--- src/rtl/core/json_string_escaper_defines.svh ---
// ----------------------------------------------------------------------------
// JSON string escaper assertion macros
// Assertion wrappers shared by the escaper modules; empty for synthesis.
// ----------------------------------------------------------------------------
`ifndef JSON_STRING_ESCAPER_DEFINES_SVH
`define JSON_STRING_ESCAPER_DEFINES_SVH

`ifndef SYNTHESIS
// Checked on every rising clock edge once reset is released.
`define JSE_ASSERT(label, prop, msg) \
  label: assert property (@(posedge clk) disable iff (!rst_n) prop) else $error(msg);
// Checked on every rising clock edge, reset included.
`define JSE_ASSERT_ALWAYS(label, prop, msg) \
  label: assert property (@(posedge clk) prop) else $error(msg);
`else
`define JSE_ASSERT(label, prop, msg)
`define JSE_ASSERT_ALWAYS(label, prop, msg)
`endif

`endif

--- src/rtl/core/jse_pkg.sv ---
// ----------------------------------------------------------------------------
// jse_pkg
// Types, character codes and helpers shared by the JSON string escaper.
// ----------------------------------------------------------------------------
package jse_pkg;

  // Input action codes.
  typedef enum logic [1:0] {
    ACT_BEGIN = 2'd0,
    ACT_UNIT  = 2'd1,
    ACT_END   = 2'd2,
    ACT_NONE  = 2'd3
  } action_t;

  // How the back end expands one queued word.
  typedef enum logic [1:0] {
    KIND_ONE  = 2'd0, // the unit itself
    KIND_PAIR = 2'd1, // backslash, then the unit
    KIND_SIX  = 2'd2  // backslash, u, four hex digits of the unit
  } kind_t;

  localparam int UnitW = 16;

  typedef struct packed {
    kind_t            kind;
    logic [UnitW-1:0] unit;
  } desc_t;

  // Step counter across the up to six units of one word.
  localparam int StepW     = 3;
  localparam int QueueDepth = 4;

  // Configuration port.
  localparam int AddrW = 3;
  localparam int DataW = 32;
  localparam logic REG_ESCAPE_UNICODE = 1'b0;

  localparam logic [UnitW-1:0] CH_QUOTE   = 16'h0022;
  localparam logic [UnitW-1:0] CH_BSLASH  = 16'h005C;
  localparam logic [UnitW-1:0] CH_BS      = 16'h0008;
  localparam logic [UnitW-1:0] CH_FF      = 16'h000C;
  localparam logic [UnitW-1:0] CH_LF      = 16'h000A;
  localparam logic [UnitW-1:0] CH_CR      = 16'h000D;
  localparam logic [UnitW-1:0] CH_TAB     = 16'h0009;
  localparam logic [UnitW-1:0] CH_LOWER_B = 16'h0062;
  localparam logic [UnitW-1:0] CH_LOWER_F = 16'h0066;
  localparam logic [UnitW-1:0] CH_LOWER_N = 16'h006E;
  localparam logic [UnitW-1:0] CH_LOWER_R = 16'h0072;
  localparam logic [UnitW-1:0] CH_LOWER_T = 16'h0074;
  localparam logic [UnitW-1:0] CH_LOWER_U = 16'h0075;
  localparam logic [UnitW-1:0] CH_SPACE   = 16'h0020;
  localparam logic [UnitW-1:0] CH_TILDE   = 16'h007E;
  localparam logic [UnitW-1:0] CH_PASS_LO = 16'h00A1;

  localparam logic [7:0] HEX_DIGITS [16] = '{
    8'h30, 8'h31, 8'h32, 8'h33, 8'h34, 8'h35, 8'h36, 8'h37,
    8'h38, 8'h39, 8'h41, 8'h42, 8'h43, 8'h44, 8'h45, 8'h46
  };

  function automatic logic [UnitW-1:0] hex_char(input logic [3:0] nibble);
    return {8'h00, HEX_DIGITS[nibble]};
  endfunction

endpackage

--- src/rtl/core/jse_front.sv ---
// ----------------------------------------------------------------------------
// jse_front
// Holds the configuration register and classifies each accepted item into a
// queue word for the back end.
// ----------------------------------------------------------------------------
module jse_front (
  input  logic                           clk,
  input  logic                           rst_n,
  input  logic                           start,
  input  logic                           busy,
  input  logic [1:0]                     in_action,
  input  logic [jse_pkg::UnitW-1:0]      in_code_unit,
  input  logic                           psel,
  input  logic                           penable,
  input  logic                           pwrite,
  input  logic [jse_pkg::AddrW-1:0]      paddr,
  input  logic [jse_pkg::DataW-1:0]      pwdata,
  output logic [jse_pkg::DataW-1:0]      prdata,
  output logic                           push,
  output jse_pkg::desc_t                 push_desc
);

  logic escape_unicode_r;
  logic escape_unicode_nxt;
  logic reg_sel;
  logic cfg_write;
  logic accept;

  assign reg_sel   = (paddr[jse_pkg::AddrW-1:2] == jse_pkg::REG_ESCAPE_UNICODE);
  assign cfg_write = psel && penable && pwrite;

  always_comb begin
    escape_unicode_nxt = escape_unicode_r;
    if (cfg_write && reg_sel) begin
      escape_unicode_nxt = pwdata[0];
    end
  end

  always_ff @(posedge clk) begin
    if (!rst_n) begin
      escape_unicode_r <= 1'b0;
    end else begin
      escape_unicode_r <= escape_unicode_nxt;
    end
  end

  assign prdata = {{(jse_pkg::DataW-1){1'b0}}, escape_unicode_r && reg_sel};

  assign accept = start && !busy;

  // Classification of one item; an unused action code yields nothing.
  always_comb begin
    logic [jse_pkg::UnitW-1:0] u;
    logic                      above;
    u              = in_code_unit;
    above          = (u > jse_pkg::CH_TILDE);
    push           = 1'b0;
    push_desc.kind = jse_pkg::KIND_ONE;
    push_desc.unit = jse_pkg::CH_QUOTE;
    unique case (jse_pkg::action_t'(in_action))
      jse_pkg::ACT_BEGIN, jse_pkg::ACT_END: begin
        push = accept;
      end
      jse_pkg::ACT_UNIT: begin
        push = accept;
        case (u)
          jse_pkg::CH_QUOTE: begin
            push_desc.kind = jse_pkg::KIND_PAIR;
            push_desc.unit = jse_pkg::CH_QUOTE;
          end
          jse_pkg::CH_BSLASH: begin
            push_desc.kind = jse_pkg::KIND_PAIR;
            push_desc.unit = jse_pkg::CH_BSLASH;
          end
          jse_pkg::CH_BS: begin
            push_desc.kind = jse_pkg::KIND_PAIR;
            push_desc.unit = jse_pkg::CH_LOWER_B;
          end
          jse_pkg::CH_FF: begin
            push_desc.kind = jse_pkg::KIND_PAIR;
            push_desc.unit = jse_pkg::CH_LOWER_F;
          end
          jse_pkg::CH_LF: begin
            push_desc.kind = jse_pkg::KIND_PAIR;
            push_desc.unit = jse_pkg::CH_LOWER_N;
          end
          jse_pkg::CH_CR: begin
            push_desc.kind = jse_pkg::KIND_PAIR;
            push_desc.unit = jse_pkg::CH_LOWER_R;
          end
          jse_pkg::CH_TAB: begin
            push_desc.kind = jse_pkg::KIND_PAIR;
            push_desc.unit = jse_pkg::CH_LOWER_T;
          end
          default: begin
            push_desc.unit = u;
            if ((u < jse_pkg::CH_SPACE) ||
                (above && (escape_unicode_r || (u < jse_pkg::CH_PASS_LO)))) begin
              push_desc.kind = jse_pkg::KIND_SIX;
            end else begin
              push_desc.kind = jse_pkg::KIND_ONE;
            end
          end
        endcase
      end
      default: begin
        push = 1'b0;
      end
    endcase
  end

endmodule

--- src/rtl/core/jse_queue.sv ---
// ----------------------------------------------------------------------------
// jse_queue
// Small first-in first-out queue of classified words between front and back.
// ----------------------------------------------------------------------------
`include "json_string_escaper_defines.svh"

module jse_queue #(
  parameter int DEPTH = jse_pkg::QueueDepth
) (
  input  logic           clk,
  input  logic           rst_n,
  input  logic           push,
  input  jse_pkg::desc_t push_desc,
  input  logic           pop,
  output logic           full,
  output logic           head_valid,
  output jse_pkg::desc_t head_desc
);

  localparam int PtrW = (DEPTH > 1) ? $clog2(DEPTH) : 1;
  localparam int CntW = $clog2(DEPTH + 1);

  jse_pkg::desc_t entry_r [DEPTH];
  logic [PtrW-1:0] wr_ptr_r, wr_ptr_nxt;
  logic [PtrW-1:0] rd_ptr_r, rd_ptr_nxt;
  logic [CntW-1:0] count_r, count_nxt;
  logic            do_push;
  logic            do_pop;

  assign full       = (count_r == CntW'(DEPTH));
  assign head_valid = (count_r != '0);
  assign head_desc  = entry_r[rd_ptr_r];
  assign do_push    = push && !full;
  assign do_pop     = pop && head_valid;

  always_comb begin
    wr_ptr_nxt = wr_ptr_r;
    rd_ptr_nxt = rd_ptr_r;
    count_nxt  = count_r;
    if (do_push) begin
      wr_ptr_nxt = (wr_ptr_r == PtrW'(DEPTH - 1)) ? '0 : wr_ptr_r + 1'b1;
    end
    if (do_pop) begin
      rd_ptr_nxt = (rd_ptr_r == PtrW'(DEPTH - 1)) ? '0 : rd_ptr_r + 1'b1;
    end
    if (do_push && !do_pop) begin
      count_nxt = count_r + 1'b1;
    end else if (do_pop && !do_push) begin
      count_nxt = count_r - 1'b1;
    end
  end

  always_ff @(posedge clk) begin
    if (!rst_n) begin
      wr_ptr_r <= '0;
      rd_ptr_r <= '0;
      count_r  <= '0;
    end else begin
      wr_ptr_r <= wr_ptr_nxt;
      rd_ptr_r <= rd_ptr_nxt;
      count_r  <= count_nxt;
    end
  end

  always_ff @(posedge clk) begin
    if (do_push) begin
      entry_r[wr_ptr_r] <= push_desc;
    end
  end

  `JSE_ASSERT(a_no_push_when_full, push |-> !full, "word pushed into a full queue")
  `JSE_ASSERT(a_no_pop_when_empty, pop |-> head_valid, "pop from an empty queue")
  `JSE_ASSERT(a_count_in_range, count_r <= CntW'(DEPTH), "queue count overflow")

endmodule

--- src/rtl/core/jse_back.sv ---
// ----------------------------------------------------------------------------
// jse_back
// Expands each queued word into one to six output units into a registered
// output stage, one per cycle while a word is queued.
// ----------------------------------------------------------------------------
`include "json_string_escaper_defines.svh"

module jse_back (
  input  logic                      clk,
  input  logic                      rst_n,
  input  logic                      head_valid,
  input  jse_pkg::desc_t            head_desc,
  output logic                      pop,
  output logic                      out_strobe,
  output logic [jse_pkg::UnitW-1:0] out_char,
  output logic                      out_last
);

  logic [jse_pkg::StepW-1:0] step_r, step_nxt;
  logic                      strobe_r, strobe_nxt;
  logic [jse_pkg::UnitW-1:0] char_r, char_nxt;
  logic                      last_r, last_nxt;
  logic                      is_last;
  logic [jse_pkg::UnitW-1:0] cur_char;

  always_comb begin
    is_last  = 1'b1;
    cur_char = head_desc.unit;
    case (head_desc.kind)
      jse_pkg::KIND_PAIR: begin
        is_last  = (step_r == jse_pkg::StepW'(1));
        cur_char = (step_r == '0) ? jse_pkg::CH_BSLASH : head_desc.unit;
      end
      jse_pkg::KIND_SIX: begin
        is_last = (step_r == jse_pkg::StepW'(5));
        case (step_r)
          3'd0:    cur_char = jse_pkg::CH_BSLASH;
          3'd1:    cur_char = jse_pkg::CH_LOWER_U;
          3'd2:    cur_char = jse_pkg::hex_char(head_desc.unit[15:12]);
          3'd3:    cur_char = jse_pkg::hex_char(head_desc.unit[11:8]);
          3'd4:    cur_char = jse_pkg::hex_char(head_desc.unit[7:4]);
          default: cur_char = jse_pkg::hex_char(head_desc.unit[3:0]);
        endcase
      end
      default: begin
        is_last  = 1'b1;
        cur_char = head_desc.unit;
      end
    endcase
  end

  assign pop = head_valid && is_last;

  always_comb begin
    step_nxt   = step_r;
    strobe_nxt = head_valid;
    char_nxt   = cur_char;
    last_nxt   = is_last;
    if (head_valid) begin
      step_nxt = is_last ? '0 : step_r + 1'b1;
    end
  end

  always_ff @(posedge clk) begin
    if (!rst_n) begin
      step_r   <= '0;
      strobe_r <= 1'b0;
    end else begin
      step_r   <= step_nxt;
      strobe_r <= strobe_nxt;
    end
  end

  always_ff @(posedge clk) begin
    char_r <= char_nxt;
    last_r <= last_nxt;
  end

  assign out_strobe = strobe_r;
  assign out_char   = char_r;
  assign out_last   = last_r;

  // A word in the middle of its expansion stays at the head of the queue.
  `JSE_ASSERT(a_mid_word_has_head, (step_r != '0) |-> head_valid, "expansion lost its word")
  `JSE_ASSERT(a_last_resets_step, (strobe_r && last_r) |-> (step_r == '0),
              "step counter not cleared after a final unit")
  `JSE_ASSERT(a_step_bound, step_r <= jse_pkg::StepW'(5), "step counter out of range")

endmodule

--- src/rtl/core/json_string_escaper.sv ---
// ----------------------------------------------------------------------------
// json_string_escaper
// Turns a framed stream of 16-bit code units into a JSON string literal.
// ----------------------------------------------------------------------------
//  Channel   Ports                                      Handshake
//  input     start, busy, in_action, in_code_unit       start & !busy
//  result    out_strobe, out_char, out_last             out_strobe, no stall
//  config    psel, penable, pwrite, paddr, pwdata,      APB write, pready = 1
//            prdata, pready
//
// The back end emits one unit per cycle while a word is queued: one unit per
// plain unit or quote, two per short escape and six per \uXXXX escape; that
// sequencer sets the rate. Results pass the queue, then the output register.
// busy is high while the four-entry word queue between front and back is full.
// Reset is synchronous and active low; it clears the register to 0 and empties
// the queue. The receiver cannot stall results.
// ----------------------------------------------------------------------------
module json_string_escaper #(
  parameter int QUEUE_DEPTH = jse_pkg::QueueDepth
) (
  input  logic                      clk,
  input  logic                      rst_n,
  input  logic                      start,
  output logic                      busy,
  input  logic [1:0]                in_action,
  input  logic [jse_pkg::UnitW-1:0] in_code_unit,
  output logic                      out_strobe,
  output logic [jse_pkg::UnitW-1:0] out_char,
  output logic                      out_last,
  input  logic                      psel,
  input  logic                      penable,
  input  logic                      pwrite,
  input  logic [jse_pkg::AddrW-1:0] paddr,
  input  logic [jse_pkg::DataW-1:0] pwdata,
  output logic [jse_pkg::DataW-1:0] prdata,
  output logic                      pready
);

  logic           push;
  jse_pkg::desc_t push_desc;
  logic           pop;
  logic           full;
  logic           head_valid;
  jse_pkg::desc_t head_desc;

  assign busy   = full;
  assign pready = 1'b1;

  jse_front u_front (
    .clk          (clk),
    .rst_n        (rst_n),
    .start        (start),
    .busy         (full),
    .in_action    (in_action),
    .in_code_unit (in_code_unit),
    .psel         (psel),
    .penable      (penable),
    .pwrite       (pwrite),
    .paddr        (paddr),
    .pwdata       (pwdata),
    .prdata       (prdata),
    .push         (push),
    .push_desc    (push_desc)
  );

  jse_queue #(
    .DEPTH (QUEUE_DEPTH)
  ) u_queue (
    .clk        (clk),
    .rst_n      (rst_n),
    .push       (push),
    .push_desc  (push_desc),
    .pop        (pop),
    .full       (full),
    .head_valid (head_valid),
    .head_desc  (head_desc)
  );

  jse_back u_back (
    .clk        (clk),
    .rst_n      (rst_n),
    .head_valid (head_valid),
    .head_desc  (head_desc),
    .pop        (pop),
    .out_strobe (out_strobe),
    .out_char   (out_char),
    .out_last   (out_last)
  );

endmodule

--- config.mk ---
export PLATFORM = sky130hd
export DESIGN_NAME = json_string_escaper
export DESIGN_NICKNAME = d
export VERILOG_FILES = /design/src/rtl/core/jse_pkg.sv /design/src/rtl/core/jse_front.sv /design/src/rtl/core/jse_queue.sv /design/src/rtl/core/jse_back.sv /design/src/rtl/core/json_string_escaper.sv
export VERILOG_INCLUDE_DIRS = /design/src /design/src/rtl/core
export SDC_FILE = /design/constraint.sdc
export NUM_CORES = 1
export LEC_CHECK = 0
export ABC_AREA = 1
export BUFFER_PORTS_ARGS = -buffer_cell sky130_fd_sc_hd__buf_2
export CORE_MARGIN = 5
export CORE_UTILIZATION = 25
export DETAILED_ROUTE_END_ITERATION = 10
export HOLD_SLACK_MARGIN = 0.02
export PLACE_DENSITY = 0.49
export SLEW_MARGIN = 10
export SYNTH_ARGS = -nofsm -noshare
export SYNTH_HDL_FRONTEND = slang
export SYNTH_HIERARCHICAL = 1
export SYNTH_SLANG_ARGS = --single-unit
--- constraint.sdc ---
create_clock -name clk -period 3.87 [get_ports clk]
set_input_delay 0.774 -clock clk [delete_from_list [all_inputs] [get_ports clk]]
set_output_delay 0.774 -clock clk [all_outputs]
set_load 0.005 [all_outputs]
## Word-level counts from Yosys, hierarchy flattened

Memories as Yosys holds them, arrays and structs flattened. A register that Yosys moved wholly into a read port is not among the register bits.
Cells that the tools add are included.
Widths: inputs -> output; s select.

| cells by class | value |
|---|---|
| bitwise logic cells | 5 |
| order comparisons | 7 |
| muxes and demuxes | 25 |
| shift-type cells | 0 |
| reduce and logical (&&, ||, !) cells | 21 |
| divide/modulo/power cells | 0 |
| $add $sub $neg | 5 |
| equality and inequality tests | 19 |
| multipliers | 0 |

Operator list:

| operator | count |
|---|---|
| $pmux 18 s7 | 1 |
| $eq 16x4->1 const B | 5 |
| $mux 8 | 8 |
| $pmux 8 s5 | 1 |
| $pmux 16 s2 | 1 |
| $ge 5x5->1 const B | 4 |
| $not 4->5 | 4 |
| $mux 18 | 1 |
| $eq 16x6->1 const B | 1 |
| $eq 16x7->1 const B | 1 |
| $gt 16x7->1 const B | 1 |
| $lt 16x6->1 const B | 1 |
| $lt 16x8->1 const B | 1 |
| $mux 16 | 1 |
| $logic_and 1x1->1 | 11 |
| $mux 2 | 5 |
| $eq 3x3->1 const B | 3 |
| $mux 3 | 3 |
| $eq 2x2->1 const B | 4 |
| $add 3x1->3 const B | 2 |
| $eq 3x2->1 const B | 2 |
| $add 2x1->2 const B | 2 |
| $eq 2x1->1 const B | 2 |
| $eq 3x1->1 const B | 1 |
| 11 further kinds | 16 |

| storage, ports and cells | value |
|---|---|
| word-level logic and storage cells | 95 |
| RAM bits | 72 |
| bits in latches | 0 |
| ROM bits | 512 |
| output and inout bits | 52 |
| memories kept | 5 |
| register bits | 29 |
| input port bits | 59 |

Memory list:

| memory | depth | bits a word | rd ports | clocked after Yosys merged registers in | write ports | RTL line | text |
|---|---|---|---|---|---|---|---|
| (name not given) | 16 | 8 | 1 | 0 | 0 | jse_pkg.sv:61 | `return {8'h00, HEX_DIGITS[nibble]};` |
| (name not given) | 16 | 8 | 1 | 0 | 0 | jse_pkg.sv:61 |  |
| (name not given) | 16 | 8 | 1 | 0 | 0 | jse_pkg.sv:61 |  |
| (name not given) | 16 | 8 | 1 | 0 | 0 | jse_pkg.sv:61 |  |
| u_queue.entry_r | 4 | 18 | 1 | 1 | 1 | jse_queue.sv:23 | `jse_pkg::desc_t entry_r [DEPTH];` |

## Logic depth before layout (Yosys ltp)

| logic depth | value |
|---|---|
| word-level depth | 9 |
| depth in mapped cells | 21 |
| mapped depth without buffers | 19 |

## Modules after synthesis

Netlist, hierarchy kept.

By module, submodules not included:

| module | seq. area each (µm²) | area an instance (µm²) | times used | cells each |
|---|---|---|---|---|
| jse_queue | 2342.2 | 3204.3 | 1 | 245 |
| jse_back | 420.4 | 1397.6 | 1 | 203 |
| jse_front | 20.0 | 903.4 | 1 | 170 |
| json_string_escaper | 0.0 | 11.3 | 1 | 2 |

## Worst setup path before layout

No wires, ideal clock.

| timing path | value |
|---|---|
| path kind | register to register |
| from | register (tool-made name) |
| to | register u_queue.count_r[2] |
| path slack | 1.193 ns |
| required time | 3.760 ns |
| period minus slack after synthesis | 2.677 ns |
| arrival | 2.567 ns |
| buffers on the path | 2 |
| cell stages (with the launch flop) | 22 |
| library setup time | 0.110 ns |
| path through | dfxtp_1 > buf_6 > inv_8 > buf_6 > nor2_1 > o22ai_1 > inv_1 > ha_1 > inv_2 > nand3_2 > nand2_1 > inv_2 > nand2_1 > ha_1 > inv_1 > fa_1 > inv_1 > nand2_1 > nand3_1 > nand2_1 > inv_1 > nor2_1 |

RTL lines:

| what | RTL line | text |
|---|---|---|
| end signal: assignment | jse_queue.sv:61 | `count_r <= count_nxt;` |
| end: declaration | jse_queue.sv:26 | `logic [CntW-1:0] count_r, count_nxt;` |

==> results.sh <==
export IMPL_status="completed"
export IMPL_syn2layout_area_growth_pct=12.0
export IMPL_clkTransAtPathRegs_ns=0.07
export IMPL_clock_latency_ns=0.34
export IMPL_drv_slew=0
export IMPL_grt_usage_pct=9.63
export IMPL_finish_utilization_pct=28.4
export IMPL_wl_per_cell_um=12.7
export IMPL_syn_inst=620
export IMPL_cts_tree="yes"
export IMPL_ys_seq_area_share_pct=50.4
export IMPL_synth_cell_area_sq_um=5520
export IMPL_clk_path_buf_depth=2
export IMPL_setup_tns_ns=0
export IMPL_rows=54
export IMPL_diodes=0
export IMPL_cts_hold_buf=0
export IMPL_overflow=0
export IMPL_crit_type="reg2reg"
export IMPL_cp_top_family="adder cells"
export IMPL_cts_root_buf="clkbuf_16"
export IMPL_fin_crit_ns=3.10
export IMPL_h_tree_depth=3
export IMPL_hp_class="reg2reg"
export IMPL_final_hold_viol_count=0
export IMPL_yosysTopAreaCell="edfxtp_1"
export IMPL_r2r_end="u_queue/count_r[2]"
export IMPL_max_stage_delay_ns=0.56
export IMPL_yosys_warnings=6
export IMPL_place_area_sq_um=5900
export IMPL_wirelength_um=12100
export IMPL_crit_cells=18
export IMPL_worst_pin_slew_ns=0.763
export IMPL_path_max_fanout=36
export IMPL_ys_flop_type="edfxtp_1"
export IMPL_cts_resized=0
export IMPL_reg2regPathDepth=18
export IMPL_setup_viol=0
export IMPL_portBuffers=45
export IMPL_async_flop_share_pct=0
export IMPL_crit_buf_inv=6
export IMPL_drive_gt1_share_pct=15.7
export IMPL_cpMaxStageDelayCell="dfxtp_1"
export IMPL_fin_nets=750
export IMPL_die_y_um=159
export IMPL_clkSinkCount=103
export IMPL_rrSetupSlack_ns=0.77
export IMPL_post_route_period_util_pct=80.1
export IMPL_irDropWorstVdd_v=0.000220
export IMPL_dr_pass1_iters=5
export IMPL_arrival_ns=3.35
export IMPL_cp_start_kind="flip-flop"
export IMPL_final_cell_area_sq_um=6180
export IMPL_drt_iter0_drc=192
export IMPL_skew_ns=0.00581
export IMPL_worst_endpoint_required_ns=4.12
export IMPL_gp_congestion=0.846
export IMPL_grt_pass1_wl_um=19000
export IMPL_rsz0062_at_grt="no"
export IMPL_grt_max_degree=37
export IMPL_cp_endpoint="u_queue/count_r[2]"
export IMPL_hpwl_um=8900
export IMPL_leakage_nw=2.65
export IMPL_syn_avg_cell_area_sq_um=8.90
export IMPL_nFillCells=2363
export IMPL_critPathMostFrequentCell="nand2_1"
export IMPL_power_density_nw_per_um2=603
export IMPL_cts_buffers=9
export IMPL_ant_nets=0
export IMPL_ys_types=36
export IMPL_drc=0
export IMPL_maxCapViolations=0
export IMPL_synth_edff_count=72
export IMPL_viasPerCell=4.23
export IMPL_post_cts_buffers=0
export IMPL_fmax_ghz=0.323
export IMPL_vias=4031
export IMPL_antenna_found_initial=0
export IMPL_relSlewSlack_pct=49.2
export IMPL_ioPinCount=111
export IMPL_synth_seq_cells=103
export IMPL_core_area_sq_um=21800
export IMPL_grt_pass1_vias=3798
export IMPL_netlist_top_cells_area="edfxtp_1 (39%), dfxtp_1 (11%), nor2_1 (7.6%)"
export IMPL_die_w_um=159
export IMPL_die_area_sq_um=25100
export IMPL_synth_top_cell_area_share_pct=39.2
export IMPL_path_cells="inv_8, o21ai_0, o22ai_1, ha_1, inv_2, nand3_2, nand2_1, inv_2, nand2_1, ha_1, inv_1, fa_1, inv_1, nand2_1, nand3_1, nand2_1, inv_1, nor2_1"
export IMPL_start_util_pct=25.4
export IMPL_cp_end_kind="flip-flop"
==> report_power, final <==
| group | switching [mW] | internal (mW) |
|---|---|---|
| logic | 0.945 | 0.475 |
| clock network | 0.418 | 0.444 |
| registers | 0.0707 | 1.37 |
==> state kept, by name, indices dropped and copies added, names as in the netlist, named ones only <==
name and flops:
u_queue/rd_ptr_r 2, u_queue/count_r 3, u_front/escape_unicode_r 1, u_queue/wr_ptr_r 2, u_back/out_char 16, u_back/out_strobe 1
u_queue/entry_r 72, u_back/out_last 1, u_back/step_r 3
==> cells in the mapped netlist (2+ instances only) <==
| library cell | instances |
|---|---|
| nor2_1 | 112 |
| nand2_1 | 81 |
| edfxtp_1 | 72 |
| inv_1 | 67 |
| o21ai_0 | 39 |
| buf_4 | 35 |
| dfxtp_1 | 31 |
| nand3_1 | 29 |
| a21oi_1 | 28 |
| ha_1 | 21 |
| o22ai_1 | 19 |
| o21ai_1 | 17 |
| nand2_2 | 11 |
| buf_6 | 9 |
| inv_2 | 6 |
| nand4_1 | 6 |
| nor2_2 | 5 |
| o211ai_1 | 5 |
| nand2_4 | 4 |
| nor2_4 | 4 |
| a211oi_1 | 3 |
| conb_1 | 2 |
==> per-layer routing <==
layer	track usage [%]	wire length [um]	vias up
met2	15.3	5420	91
met3	1.28	509	17
met4	4.43	310	0
li1	-	-	2100
met1	13.1	5890	1823
met5	0	0	-
==> metrics by stage <==
| step | setup WS [ns] | total power [mW] | hold WS, ns | std cells |
|---|---|---|---|---|
| after floorplan | 1.19 | 2.56 | 0.480 | 650 |
| final | 0.770 | 3.73 | 0.508 | 954 |
| after detailed placement | 0.815 | 2.90 | 0.501 | 938 |
| after global routing | 0.559 | 4.02 | 0.533 | 954 |
| after global placement | 0.810 | 2.89 | 0.496 | 938 |
| after CTS | 0.791 | 3.78 | 0.512 | 954 |
==> worst min path at each step <==
| stage | from | to | slack [ns] | cells past startpoint |
|---|---|---|---|---|
| 3_3_place_gp | u_queue/count_r[0] | u_queue/count_r[0] | 0.50 | 2 |
| 2_1_floorplan | u_queue/count_r[0] | u_queue/count_r[0] | 0.48 | 2 |
| 4_1_cts | u_queue/count_r[0] | u_queue/count_r[0] | 0.51 | 2 |
| 6_report | u_queue/count_r[0] | u_queue/count_r[0] | 0.51 | 2 |
| 5_1_grt | u_queue/count_r[0] | u_queue/count_r[0] | 0.53 | 2 |
| 3_5_place_dp | u_queue/count_r[0] | u_queue/count_r[0] | 0.50 | 2 |
==> worst register-to-register path, stage by stage (launching register included) <==
cell and delay, ns:
dfxtp_1 0.56, inv_8 0.16, o21ai_0 0.22, o22ai_1 0.13, ha_1 0.42, inv_2 0.16, nand3_2 0.10, nand2_1 0.08
inv_2 0.06, nand2_1 0.15, ha_1 0.20, inv_1 0.07, fa_1 0.38, inv_1 0.07, nand2_1 0.06, nand3_1 0.08
nand2_1 0.05, inv_1 0.05, nor2_1 0.03
==> cell families after synthesis <==
| logic type | after synthesis | share of synthesized area, % |
|---|---|---|
| adders and majority gates | 22 | 5.13 |
| other | 2 | 0.136 |
| and+or+nand+nor | 259 | 20.9 |
| buffers and inverters | 120 | 11.9 |
| DFF | 103 | 50.4 |
| AOI/OAI and AO/OA | 114 | 11.4 |
==> placed cells by master, fill, tap and decap left out <==
cell type and n:
nor4_1 1, inv_2 6, o311a_1 1, nor2_2 5, buf_4 8, nor3_2 1
o22ai_2 1, clkinv_2 2, clkbuf_16 9, nand3_1 29, a21oi_1 28, nor2_1 112
dfxtp_1 31, nor3b_2 1, nand2_2 11, a211oi_1 3, clkinvlp_4 1, inv_1 67
a21oi_2 1, nand3_2 1, nand4_1 6, nand2_4 4, nor3_1 1, edfxtp_1 72
fa_1 1, nand3b_1 1, o22ai_1 19, o21ai_0 39, inv_6 3, buf_2 45
nor2_4 4, conb_1 32, or2_0 1, clkinv_4 2, o211ai_1 5, nand2_1 81
inv_8 1, ha_1 21, o21ai_1 17
==> layout make-up <==
class	instances	area [sq um]	area share, %
Timing Repair Buffer	53	285	4.62
Clock buffer	9	225	3.65
Sequential cell	103	2780	45.0
Multi-Input combinational cell	427	2190	35.4
Tap cell	280	350	5.67
Clock inverter	7	56.3	0.911
Inverter	75	290	4.70
Note: power is estimated with default switching activity, not from simulation.
